==> src/cwsm_pkg.sv <==
`default_nettype none
// ----------------------------------------------------------------------------
// cwsm_pkg
// Shared widths, reset values, saturation limits, register indexes, controller states and the
// command and status bundles of the centre-weighted stencil mean.
// ----------------------------------------------------------------------------
package cwsm_pkg;

   localparam int unsigned MAX_STENCIL_DEF = 64;

   localparam int unsigned SAMPLE_W   = 32;
   localparam int unsigned WEIGHT_W   = 16;
   localparam int unsigned CSR_IDX_W  = 4;
   localparam int unsigned CSR_DATA_W = 16;

   localparam logic [WEIGHT_W-1:0] CENTRE_WEIGHT_RST    = 16'd256;
   localparam logic [WEIGHT_W-1:0] NEIGHBOUR_WEIGHT_RST = 16'd256;

   localparam logic [SAMPLE_W-1:0] MEAN_POS_LIMIT = 32'h7FFF_FFFF;
   localparam logic [SAMPLE_W-1:0] MEAN_NEG_LIMIT = 32'h8000_0000;

   typedef enum logic [CSR_IDX_W-1:0] {
      REG_CENTRE_WEIGHT    = 4'd0,
      REG_NEIGHBOUR_WEIGHT = 4'd1
   } reg_index_type;

   typedef enum logic [2:0] {
      ST_IDLE,
      ST_ACCUM,
      ST_PREP,
      ST_LOAD,
      ST_DIVIDE,
      ST_FINISH
   } state_type;

   typedef struct packed {
      logic capture;
      logic accumulate;
      logic prepare;
      logic load_div;
      logic div_step;
      logic emit;
   } ctrl_cmd_type;

   typedef struct packed {
      logic last_item;
      logic rsp_busy;
   } dpath_status_type;

endpackage : cwsm_pkg
`default_nettype wire

==> src/cwsm_req_if.sv <==
`default_nettype none
// ----------------------------------------------------------------------------
// cwsm_req_if
// Request channel: one stencil value with its end-of-stencil mark.
// ----------------------------------------------------------------------------
interface cwsm_req_if
   import cwsm_pkg::*;
   ();
   logic                       valid;
   logic                       ready;
   logic signed [SAMPLE_W-1:0] sample;
   logic                       last;

   modport source (output valid, output sample, output last, input ready);
   modport sink   (input valid, input sample, input last, output ready);
endinterface : cwsm_req_if
`default_nettype wire

==> src/cwsm_rsp_if.sv <==
`default_nettype none
// ----------------------------------------------------------------------------
// cwsm_rsp_if
// Response channel: the weighted mean of one stencil and its flags.
// ----------------------------------------------------------------------------
interface cwsm_rsp_if
   import cwsm_pkg::*;
   ();
   logic                       valid;
   logic                       ready;
   logic signed [SAMPLE_W-1:0] mean;
   logic                       zero_divisor;
   logic                       clipped;

   modport source (output valid, output mean, output zero_divisor, output clipped,
                   input ready);
   modport sink   (input valid, input mean, input zero_divisor, input clipped,
                   output ready);
endinterface : cwsm_rsp_if
`default_nettype wire

==> src/centre_weighted_stencil_mean.sv <==
`default_nettype none
// A value that does not end its stencil is accepted, then accumulated. A closing value is
// accepted and accumulated, the divisor is built, the SUM_W-bit quotient is formed, where
// SUM_W = 48 + clog2(MAX_STENCIL + 1) bits, 55 at MAX_STENCIL = 64, and the response waits
// for a free output register. No request is taken until the previous one is accumulated;
// the bit-serial divider, one quotient bit a cycle, sets the per-stencil cost. Reset is
// synchronous, active high: weights return to 1.0; running sum and response valid clear.
// ----------------------------------------------------------------------------
// centre_weighted_stencil_mean
// Weighted arithmetic mean of one cell's stencil: the centre value by the
// centre weight, every neighbour by the neighbour weight, divided by the sum
// of the weights used.
// ----------------------------------------------------------------------------
module centre_weighted_stencil_mean
   import cwsm_pkg::*;
#(
   parameter int unsigned MAX_STENCIL = MAX_STENCIL_DEF
) (
   input  wire logic                  clock,
   input  wire logic                  reset,
   cwsm_req_if.sink                   req_chan,
   cwsm_rsp_if.source                 rsp_chan,
   input  wire logic                  csr_we,
   input  wire logic [CSR_IDX_W-1:0]  csr_index,
   input  wire logic [CSR_DATA_W-1:0] csr_wdata
);

   // the accumulator is wide enough for MAX_STENCIL full-scale products;
   // the divider runs one step for each of its bits
   localparam int unsigned CNT_W = $clog2(MAX_STENCIL + 1);
   localparam int unsigned SUM_W = SAMPLE_W + WEIGHT_W + CNT_W;

   ctrl_cmd_type     cmd;
   dpath_status_type status;

   // sequencer: one request at a time, the division runs to its end before
   // the next request is taken
   cwsm_ctrl #(
      .DIV_STEPS (SUM_W)
   ) u_ctrl (
      .clock     (clock),
      .reset     (reset),
      .req_valid (req_chan.valid),
      .req_ready (req_chan.ready),
      .status    (status),
      .cmd       (cmd)
   );

   // datapath: multiply each request by its weight, accumulate, then divide
   // by the weight sum; the output register lets a new stencil start while
   // the previous mean waits to be taken
   cwsm_dpath #(
      .MAX_STENCIL (MAX_STENCIL)
   ) u_dpath (
      .clock            (clock),
      .reset            (reset),
      .cmd              (cmd),
      .status           (status),
      .req_sample       (req_chan.sample),
      .req_last         (req_chan.last),
      .rsp_valid        (rsp_chan.valid),
      .rsp_ready        (rsp_chan.ready),
      .rsp_mean         (rsp_chan.mean),
      .rsp_zero_divisor (rsp_chan.zero_divisor),
      .rsp_clipped      (rsp_chan.clipped),
      .csr_we           (csr_we),
      .csr_index        (csr_index),
      .csr_wdata        (csr_wdata)
   );

endmodule : centre_weighted_stencil_mean
`default_nettype wire

==> src/cwsm_ctrl.sv <==
`default_nettype none
// ----------------------------------------------------------------------------
// cwsm_ctrl
// Sequencer: accept, accumulate, prepare the divisor, run the bit-serial
// division and hand the result to the output register.
// ----------------------------------------------------------------------------
module cwsm_ctrl
   import cwsm_pkg::*;
#(
   parameter int unsigned DIV_STEPS = 55
) (
   input  wire logic             clock,
   input  wire logic             reset,
   input  wire logic             req_valid,
   output logic                  req_ready,
   input  wire dpath_status_type status,
   output ctrl_cmd_type          cmd
);

   localparam int unsigned STEP_W = $clog2(DIV_STEPS);

   state_type         state_ff, state_in;
   logic [STEP_W-1:0] step_ff, step_in;

   always_ff @(posedge clock) begin
      if (reset) begin
         state_ff <= ST_IDLE;
         step_ff  <= '0;
      end else begin
         state_ff <= state_in;
         step_ff  <= step_in;
      end
   end

   always_comb begin
      state_in  = state_ff;
      step_in   = step_ff;
      req_ready = 1'b0;
      cmd       = '0;
      case (state_ff)
         ST_IDLE: begin
            req_ready = 1'b1;
            if (req_valid) begin
               cmd.capture = 1'b1;
               state_in    = ST_ACCUM;
            end
         end
         ST_ACCUM: begin
            cmd.accumulate = 1'b1;
            state_in       = status.last_item ? ST_PREP : ST_IDLE;
         end
         ST_PREP: begin
            cmd.prepare = 1'b1;
            state_in    = ST_LOAD;
         end
         ST_LOAD: begin
            cmd.load_div = 1'b1;
            step_in      = STEP_W'(DIV_STEPS - 1);
            state_in     = ST_DIVIDE;
         end
         ST_DIVIDE: begin
            cmd.div_step = 1'b1;
            if (step_ff == '0) begin
               state_in = ST_FINISH;
            end else begin
               step_in = step_ff - 1'b1;
            end
         end
         ST_FINISH: begin
            // hold until the output register is free
            if (!status.rsp_busy) begin
               cmd.emit = 1'b1;
               state_in = ST_IDLE;
            end
         end
         default: begin
            state_in = ST_IDLE;
         end
      endcase
   end

endmodule : cwsm_ctrl
`default_nettype wire

==> src/cwsm_dpath.sv <==
`default_nettype none
// ----------------------------------------------------------------------------
// cwsm_dpath
// Weight registers, multiply-accumulate, divisor build, restoring divider
// and output register.
// ----------------------------------------------------------------------------
module cwsm_dpath
   import cwsm_pkg::*;
#(
   parameter int unsigned MAX_STENCIL = MAX_STENCIL_DEF
) (
   input  wire logic                       clock,
   input  wire logic                       reset,
   input  wire ctrl_cmd_type               cmd,
   output dpath_status_type                status,
   input  wire logic signed [SAMPLE_W-1:0] req_sample,
   input  wire logic                       req_last,
   output logic                            rsp_valid,
   input  wire logic                       rsp_ready,
   output logic signed [SAMPLE_W-1:0]      rsp_mean,
   output logic                            rsp_zero_divisor,
   output logic                            rsp_clipped,
   input  wire logic                       csr_we,
   input  wire logic [CSR_IDX_W-1:0]       csr_index,
   input  wire logic [CSR_DATA_W-1:0]      csr_wdata
);

   localparam int unsigned CNT_W  = $clog2(MAX_STENCIL + 1);
   localparam int unsigned PROD_W = SAMPLE_W + WEIGHT_W + 1;
   localparam int unsigned SUM_W  = SAMPLE_W + WEIGHT_W + CNT_W;
   localparam int unsigned NPR_W  = WEIGHT_W + CNT_W;
   localparam int unsigned DIV_W  = WEIGHT_W + CNT_W + 1;
   localparam int unsigned HI_W   = SUM_W - SAMPLE_W + 1;

   logic [WEIGHT_W-1:0]     cw_ff, nw_ff;
   logic signed [PROD_W-1:0] prod_ff, prod_in;
   logic                    keep_ff, last_ff;
   logic signed [SUM_W-1:0] sum_ff;
   logic [CNT_W-1:0]        count_ff;
   logic                    dropped_ff;
   logic                    neg_ff, clip_ff;
   logic [NPR_W-1:0]        nprod_ff;
   logic [DIV_W-1:0]        divisor_ff, rem_ff;
   logic [SUM_W-1:0]        quo_ff, mag_in;
   logic                    out_valid_ff;
   logic [SAMPLE_W-1:0]     mean_ff, mean_in;
   logic                    zdiv_ff, clipped_ff, clipped_in;

   logic [WEIGHT_W-1:0]     weight_sel;
   logic [DIV_W:0]          shifted, trial;
   logic [HI_W-1:0]         quo_hi;
   logic                    zdiv_in, over;

   // weight registers
   always_ff @(posedge clock) begin
      if (reset) begin
         cw_ff <= CENTRE_WEIGHT_RST;
         nw_ff <= NEIGHBOUR_WEIGHT_RST;
      end else if (csr_we) begin
         case (csr_index)
            REG_CENTRE_WEIGHT:    cw_ff <= csr_wdata;
            REG_NEIGHBOUR_WEIGHT: nw_ff <= csr_wdata;
            default: begin
            end
         endcase
      end
   end

   assign weight_sel = (count_ff == '0) ? cw_ff : nw_ff;
   assign prod_in    = PROD_W'(req_sample) * PROD_W'($signed({1'b0, weight_sel}));
   assign mag_in     = sum_ff[SUM_W-1] ? SUM_W'(-sum_ff) : SUM_W'(sum_ff);

   assign shifted = {rem_ff, quo_ff[SUM_W-1]};
   assign trial   = shifted - {1'b0, divisor_ff};

   // per-stencil state
   always_ff @(posedge clock) begin
      if (reset) begin
         sum_ff     <= '0;
         count_ff   <= '0;
         dropped_ff <= 1'b0;
      end else if (cmd.accumulate) begin
         if (keep_ff) begin
            sum_ff   <= sum_ff + {{(SUM_W - PROD_W){prod_ff[PROD_W-1]}}, prod_ff};
            count_ff <= count_ff + 1'b1;
         end else begin
            dropped_ff <= 1'b1;
         end
      end else if (cmd.prepare) begin
         sum_ff     <= '0;
         count_ff   <= '0;
         dropped_ff <= 1'b0;
      end
   end

   always_ff @(posedge clock) begin
      if (cmd.capture) begin
         prod_ff <= prod_in;
         keep_ff <= (count_ff < CNT_W'(MAX_STENCIL));
         last_ff <= req_last;
      end
      if (cmd.prepare) begin
         neg_ff   <= sum_ff[SUM_W-1];
         clip_ff  <= dropped_ff;
         nprod_ff <= NPR_W'(nw_ff) * NPR_W'(count_ff - 1'b1);
      end
      if (cmd.load_div) begin
         divisor_ff <= DIV_W'(cw_ff) + DIV_W'(nprod_ff);
         rem_ff     <= '0;
      end
      if (cmd.prepare) begin
         quo_ff <= mag_in;
      end else if (cmd.div_step) begin
         if (!trial[DIV_W]) begin
            rem_ff <= trial[DIV_W-1:0];
            quo_ff <= {quo_ff[SUM_W-2:0], 1'b1};
         end else begin
            rem_ff <= shifted[DIV_W-1:0];
            quo_ff <= {quo_ff[SUM_W-2:0], 1'b0};
         end
      end
   end

   // saturate and apply the sign
   assign quo_hi  = quo_ff[SUM_W-1:SAMPLE_W-1];
   assign zdiv_in = (divisor_ff == '0);

   always_comb begin
      if (neg_ff) begin
         over = (quo_hi > HI_W'(1)) ||
                ((quo_hi == HI_W'(1)) && (quo_ff[SAMPLE_W-2:0] != '0));
      end else begin
         over = (quo_hi != '0);
      end
      if (zdiv_in) begin
         mean_in = '0;
      end else if (neg_ff) begin
         mean_in = over ? MEAN_NEG_LIMIT : (~quo_ff[SAMPLE_W-1:0] + 1'b1);
      end else begin
         mean_in = over ? MEAN_POS_LIMIT : quo_ff[SAMPLE_W-1:0];
      end
      clipped_in = clip_ff | (!zdiv_in & over);
   end

   // output register
   always_ff @(posedge clock) begin
      if (reset) begin
         out_valid_ff <= 1'b0;
      end else if (cmd.emit) begin
         out_valid_ff <= 1'b1;
      end else if (rsp_ready) begin
         out_valid_ff <= 1'b0;
      end
   end

   always_ff @(posedge clock) begin
      if (cmd.emit) begin
         mean_ff    <= mean_in;
         zdiv_ff    <= zdiv_in;
         clipped_ff <= clipped_in;
      end
   end

   assign rsp_valid        = out_valid_ff;
   assign rsp_mean         = $signed(mean_ff);
   assign rsp_zero_divisor = zdiv_ff;
   assign rsp_clipped      = clipped_ff;

   assign status.last_item = last_ff;
   assign status.rsp_busy  = out_valid_ff & ~rsp_ready;

endmodule : cwsm_dpath
`default_nettype wire

==> src/flat_wrapper.sv <==
// flat-port wrapper written by rule: the top's interface ports become plain ports
module centre_weighted_stencil_mean_flat import cwsm_pkg::*;
#(
   parameter int unsigned MAX_STENCIL = MAX_STENCIL_DEF
)
  (clock, reset, csr_we, csr_index, csr_wdata, req_chan_valid, req_chan_sample, req_chan_last, req_chan_ready, rsp_chan_valid, rsp_chan_mean, rsp_chan_zero_divisor, rsp_chan_clipped, rsp_chan_ready);
  cwsm_req_if req_chan_i ();
  cwsm_rsp_if rsp_chan_i ();
  input  wire logic clock;
  input  wire logic reset;
  input  wire logic csr_we;
  input  wire logic [CSR_IDX_W-1:0] csr_index;
  input  wire logic [CSR_DATA_W-1:0] csr_wdata;
  input wire logic [$bits(req_chan_i.valid)-1:0] req_chan_valid;
  input wire logic [$bits(req_chan_i.sample)-1:0] req_chan_sample;
  input wire logic [$bits(req_chan_i.last)-1:0] req_chan_last;
  output wire logic [$bits(req_chan_i.ready)-1:0] req_chan_ready;
  output wire logic [$bits(rsp_chan_i.valid)-1:0] rsp_chan_valid;
  output wire logic [$bits(rsp_chan_i.mean)-1:0] rsp_chan_mean;
  output wire logic [$bits(rsp_chan_i.zero_divisor)-1:0] rsp_chan_zero_divisor;
  output wire logic [$bits(rsp_chan_i.clipped)-1:0] rsp_chan_clipped;
  input wire logic [$bits(rsp_chan_i.ready)-1:0] rsp_chan_ready;
  assign req_chan_i.valid = req_chan_valid;
  assign req_chan_i.sample = req_chan_sample;
  assign req_chan_i.last = req_chan_last;
  assign req_chan_ready = req_chan_i.ready;
  assign rsp_chan_valid = rsp_chan_i.valid;
  assign rsp_chan_mean = rsp_chan_i.mean;
  assign rsp_chan_zero_divisor = rsp_chan_i.zero_divisor;
  assign rsp_chan_clipped = rsp_chan_i.clipped;
  assign rsp_chan_i.ready = rsp_chan_ready;
  centre_weighted_stencil_mean #(.MAX_STENCIL(MAX_STENCIL)) u_core (.clock(clock), .reset(reset), .req_chan(req_chan_i), .rsp_chan(rsp_chan_i), .csr_we(csr_we), .csr_index(csr_index), .csr_wdata(csr_wdata));
endmodule
==> config.mk <==
export PLATFORM = sky130hd
export DESIGN_NAME = centre_weighted_stencil_mean_flat
export DESIGN_NICKNAME = d
export VERILOG_FILES = /design/src/cwsm_pkg.sv /design/src/cwsm_req_if.sv /design/src/cwsm_rsp_if.sv /design/src/centre_weighted_stencil_mean.sv /design/src/cwsm_ctrl.sv /design/src/cwsm_dpath.sv /design/src/flat_wrapper.sv
export SDC_FILE = /design/constraint.sdc
export NUM_CORES = 2
export LEC_CHECK = 0
export BUFFER_PORTS_ARGS = -buffer_cell sky130_fd_sc_hd__buf_2
export CORE_ASPECT_RATIO = 0.75
export CORE_UTILIZATION = 48
export DETAILED_ROUTE_END_ITERATION = 8
export PLACE_DENSITY = 0.76
export SETUP_SLACK_MARGIN = 0.1
export SLEW_MARGIN = 15
export SYNTH_ARGS = -nofsm -noshare
export SYNTH_HDL_FRONTEND = slang
export SYNTH_HIERARCHICAL = 1
export SYNTH_SLANG_ARGS = --single-unit
==> constraint.sdc <==
create_clock -name clock -period 13.09 [get_ports clock]
set_clock_uncertainty 0.1 [all_clocks]
set_input_delay 1.309 -clock clock [delete_from_list [all_inputs] [get_ports clock]]
set_output_delay 1.309 -clock clock [all_outputs]
set_load 0.05 [all_outputs]
==> results.json <==
{
  "grt_pass1_vias": 30600,
  "syn-instance-count": 4495,
  "final_cell_mix": "inv_1, fa_1, nand2_1",
  "fmax_mhz": 103,
  "synth_top_area_frac": 0.283,
  "maxCapViolCount": 0,
  "rr_startpoint": "u_core/u_dpath/count_ff[0]",
  "slew_headroom": 0.276,
  "grt_pass1_wl_mm": 163,
  "slowest_stage": "mux2_2",
  "peakVddDrop_uv": 84.8,
  "drtPass1Iterations": 6,
  "fin_crit_sh": 0.742,
  "cp.arrival_ns": 9.89,
  "hold_viol_final": 0,
  "dp_hpwl_mm": 77.1,
  "ys.flop_type": "edfxtp_1",
  "final-instance-count-excl-fill": 5610,
  "cts_setup_buffers": 0,
  "antenna_found_initial": 1,
  "clock_path_buffers": 3,
  "power.leakage_uw": 0.0202,
  "min_from": "u_core/u_dpath/cw_ff[1]",
  "ys_types": 84,
  "status": "finished, final reports clean",
  "gp_congestion": 0.953,
  "portBuffers": 93,
  "setup_ws_ns": 3.38,
  "die_y_um": 255,
  "nets": 5362,
  "clk_latency_ns": 0.55,
  "die_w_um": 339,
  "num_vias": 30800,
  "end_kind": "flop",
  "grt_usage": 0.234,
  "drtIter0Drc": 2601,
  "gr-total-overflow": 0,
  "drcViolationCount": 0,
  "powerDensity_mw_per_mm2": 98.3,
  "row_count": 92,
  "path_cells": "inv_1, ha_1, nand2_1, mux2_2, nand2_1, fa_1, fa_1, fa_1, inv_1, fa_1, fa_1, inv_1, fa_1, inv_1, ha_1, a211o_1, a2111oi_0, nor3_1, o2bb2ai_1, o21ai_0, nand3_1, a31oi_1, o21ai_0, xor2_1",
  "dieArea_mm2": 0.0862,
  "drv_slew": 0,
  "viasPerCell": 5.49,
  "syn_area_mm2": 0.0408,
  "yosys-top-cells-area": "fa_1, edfxtp_1, ha_1",
  "tightest_slew_ns": 1.08,
  "synth-seq-area-share": 0.202,
  "synth-edff-count": 189,
  "ys_ff_latch": 318,
  "fillers": 7576,
  "grt_max_degree": 110,
  "syn-mean-instance-area_um2": 9.08,
  "area_growth_pct": 6.57,
  "hold_class": "flop to flop",
  "cp_max_fo": 32,
  "crit_buf_inv": 4,
  "period_minus_slack_ns": 9.71,
  "synth_top_cell_by_area": "fa_1",
  "floorplan.initialDensity": 0.485,
  "layout-drive-gt1-share": 0.0542,
  "cts_tree": "yes",
  "slowest_delay_ns": 0.89,
  "root_buffer": "clkbuf_16",
  "drtAntennaViolNets": 0,
  "ctsHoldBuffers": 0,
  "crit_type": "flop to flop",
  "drt_wl_total_mm": 99.7,
  "timing.critical_path.mode_cell": "fa_1",
  "hold-worst-slack_ns": 0.394,
  "cts.clk_slew.worst_paths_ns": 0.06,
  "final_common_cell": "inv_1",
  "preCtsSetupSlack_ns": 3.49,
  "routedWlPerCell_um": 17.8,
  "rsz0062_at_grt": "no",
  "worstPathRequired_ns": 13.27,
  "ioPinCount": 94,
  "ctsResizeCount": 0,
  "diodes": 0,
  "cts_made_buffers": 37,
  "dp_cells": 5546,
  "htreeDepth": 2,
  "startpoint": "u_core/u_dpath/count_ff[0]",
  "core_area_mm2": 0.0841,
  "startpoint_type": "flop",
  "yosysWarnings": 6,
  "syn-num-nets": 5400,
  "finalSetupViolations": 0,
  "clkSinkCount": 318,
  "tns_ns": 0,
  "critical_path.top_delay_family": "adder cells",
  "synth-async-reset-ratio": 0
}
-- synthesized netlist by cell type, types with 22 or more instances --
cell type,n
inv_1,780
fa_1,577
nand2_1,453
ha_1,270
nor2_1,246
nor2b_1,232
a21oi_1,213
edfxtp_1,189
clkbuf_1,183
o21ai_0,151
dfxtp_1,129
xnor2_1,129
and2_1,108
xor2_1,97
a21o_1,79
nand2b_1,51
nor3_1,51
nand3_1,46
mux2i_1,45
a22oi_1,32
nand3b_1,31
nand4_1,31
o21bai_1,31
o31ai_1,27
a31oi_1,25
and3_1,24
a211oi_1,22
or3_1,22
-- metrics by stage --
stage | instance area [um2] | utilization | power (uW)
floorplan | 40800 | - | 2680
finish | 43500 | 0.517 | 4270
detailed placement | 42200 | 0.502 | 3160
global placement | 42200 | 0.502 | 3110
global route | 43500 | 0.517 | 4540
CTS | 43500 | 0.517 | 4260
-- final cells by class --
type | count | area, um2 | area share
clock buffer | 45 | 976 | 0.0224
tap | 1128 | 1410 | 0.0325
sequential | 318 | 8260 | 0.190
multi-input combinational | 3199 | 29000 | 0.666
timing repair buffer | 121 | 676 | 0.0155
clock inverter | 19 | 283 | 0.00650
inverter | 780 | 2930 | 0.0673
-- cell families after synthesis --
kind of cell / count (synthesis) / synth area share
AO/OA/AOI/OAI: 703 / 0.111
XOR/XNOR: 226 / 0.0485
adder cells (fa/ha/maj): 847 / 0.366
buffers and inverters: 978 / 0.0912
flip-flops: 318 / 0.202
multiplexers: 61 / 0.0155
AND/OR/NAND/NOR: 1362 / 0.166
-- worst min-delay path, stage by stage (launching register included) --
cell	delay [ns]
dfxtp_1	0.33
nand2_1	0.06
a21oi_1	0.05
-- path summary, 6_finish.rpt --
kind,end,slack (ns),depth (start not counted)
setup / recovery,u_core/u_dpath/prod_ff[39],3.38,24
hold / removal,u_core/u_dpath/cw_ff[1],0.39,2
setup reg to reg,u_core/u_dpath/prod_ff[39],3.38,24
hold reg to reg,u_core/u_dpath/cw_ff[1],0.39,2
-- where the power goes --
part | internal [uW] | switching (uW)
Combinational | 747 | 1120
Clock | 668 | 415
Sequential | 1210 | 117
Total | 2620 | 1650
-- per-layer routing --
metal | share of wire | routed length, um | vias up | GRT usage
li1 | - | - | 14400 | -
met1 | 0.48 | 47700 | 15000 | 0.355
met2 | 0.40 | 40400 | 1239 | 0.339
met3 | 0.097 | 9660 | 143 | 0.0520
met4 | 0.020 | 1980 | 2 | 0.0525
met5 | 0.00013 | 13 | - | 0
-- flip-flops by register name (all words and copies together) (netlist names), 3 cells and up --
register and flops:
u_core/u_dpath/nprod_ff 23, u_core/u_dpath/divisor_ff 24, u_core/u_dpath/cw_ff 16, u_core/u_ctrl/state_ff 3
u_core/u_dpath/prod_ff 49, u_core/u_dpath/sum_ff 55, u_core/u_dpath/rsp_mean 32, u_core/u_dpath/nw_ff 16
u_core/u_dpath/quo_ff 55, u_core/u_dpath/count_ff 7, u_core/u_dpath/rem_ff 24, u_core/u_ctrl/step_ff 6
(Power assumes the default switching activity.)
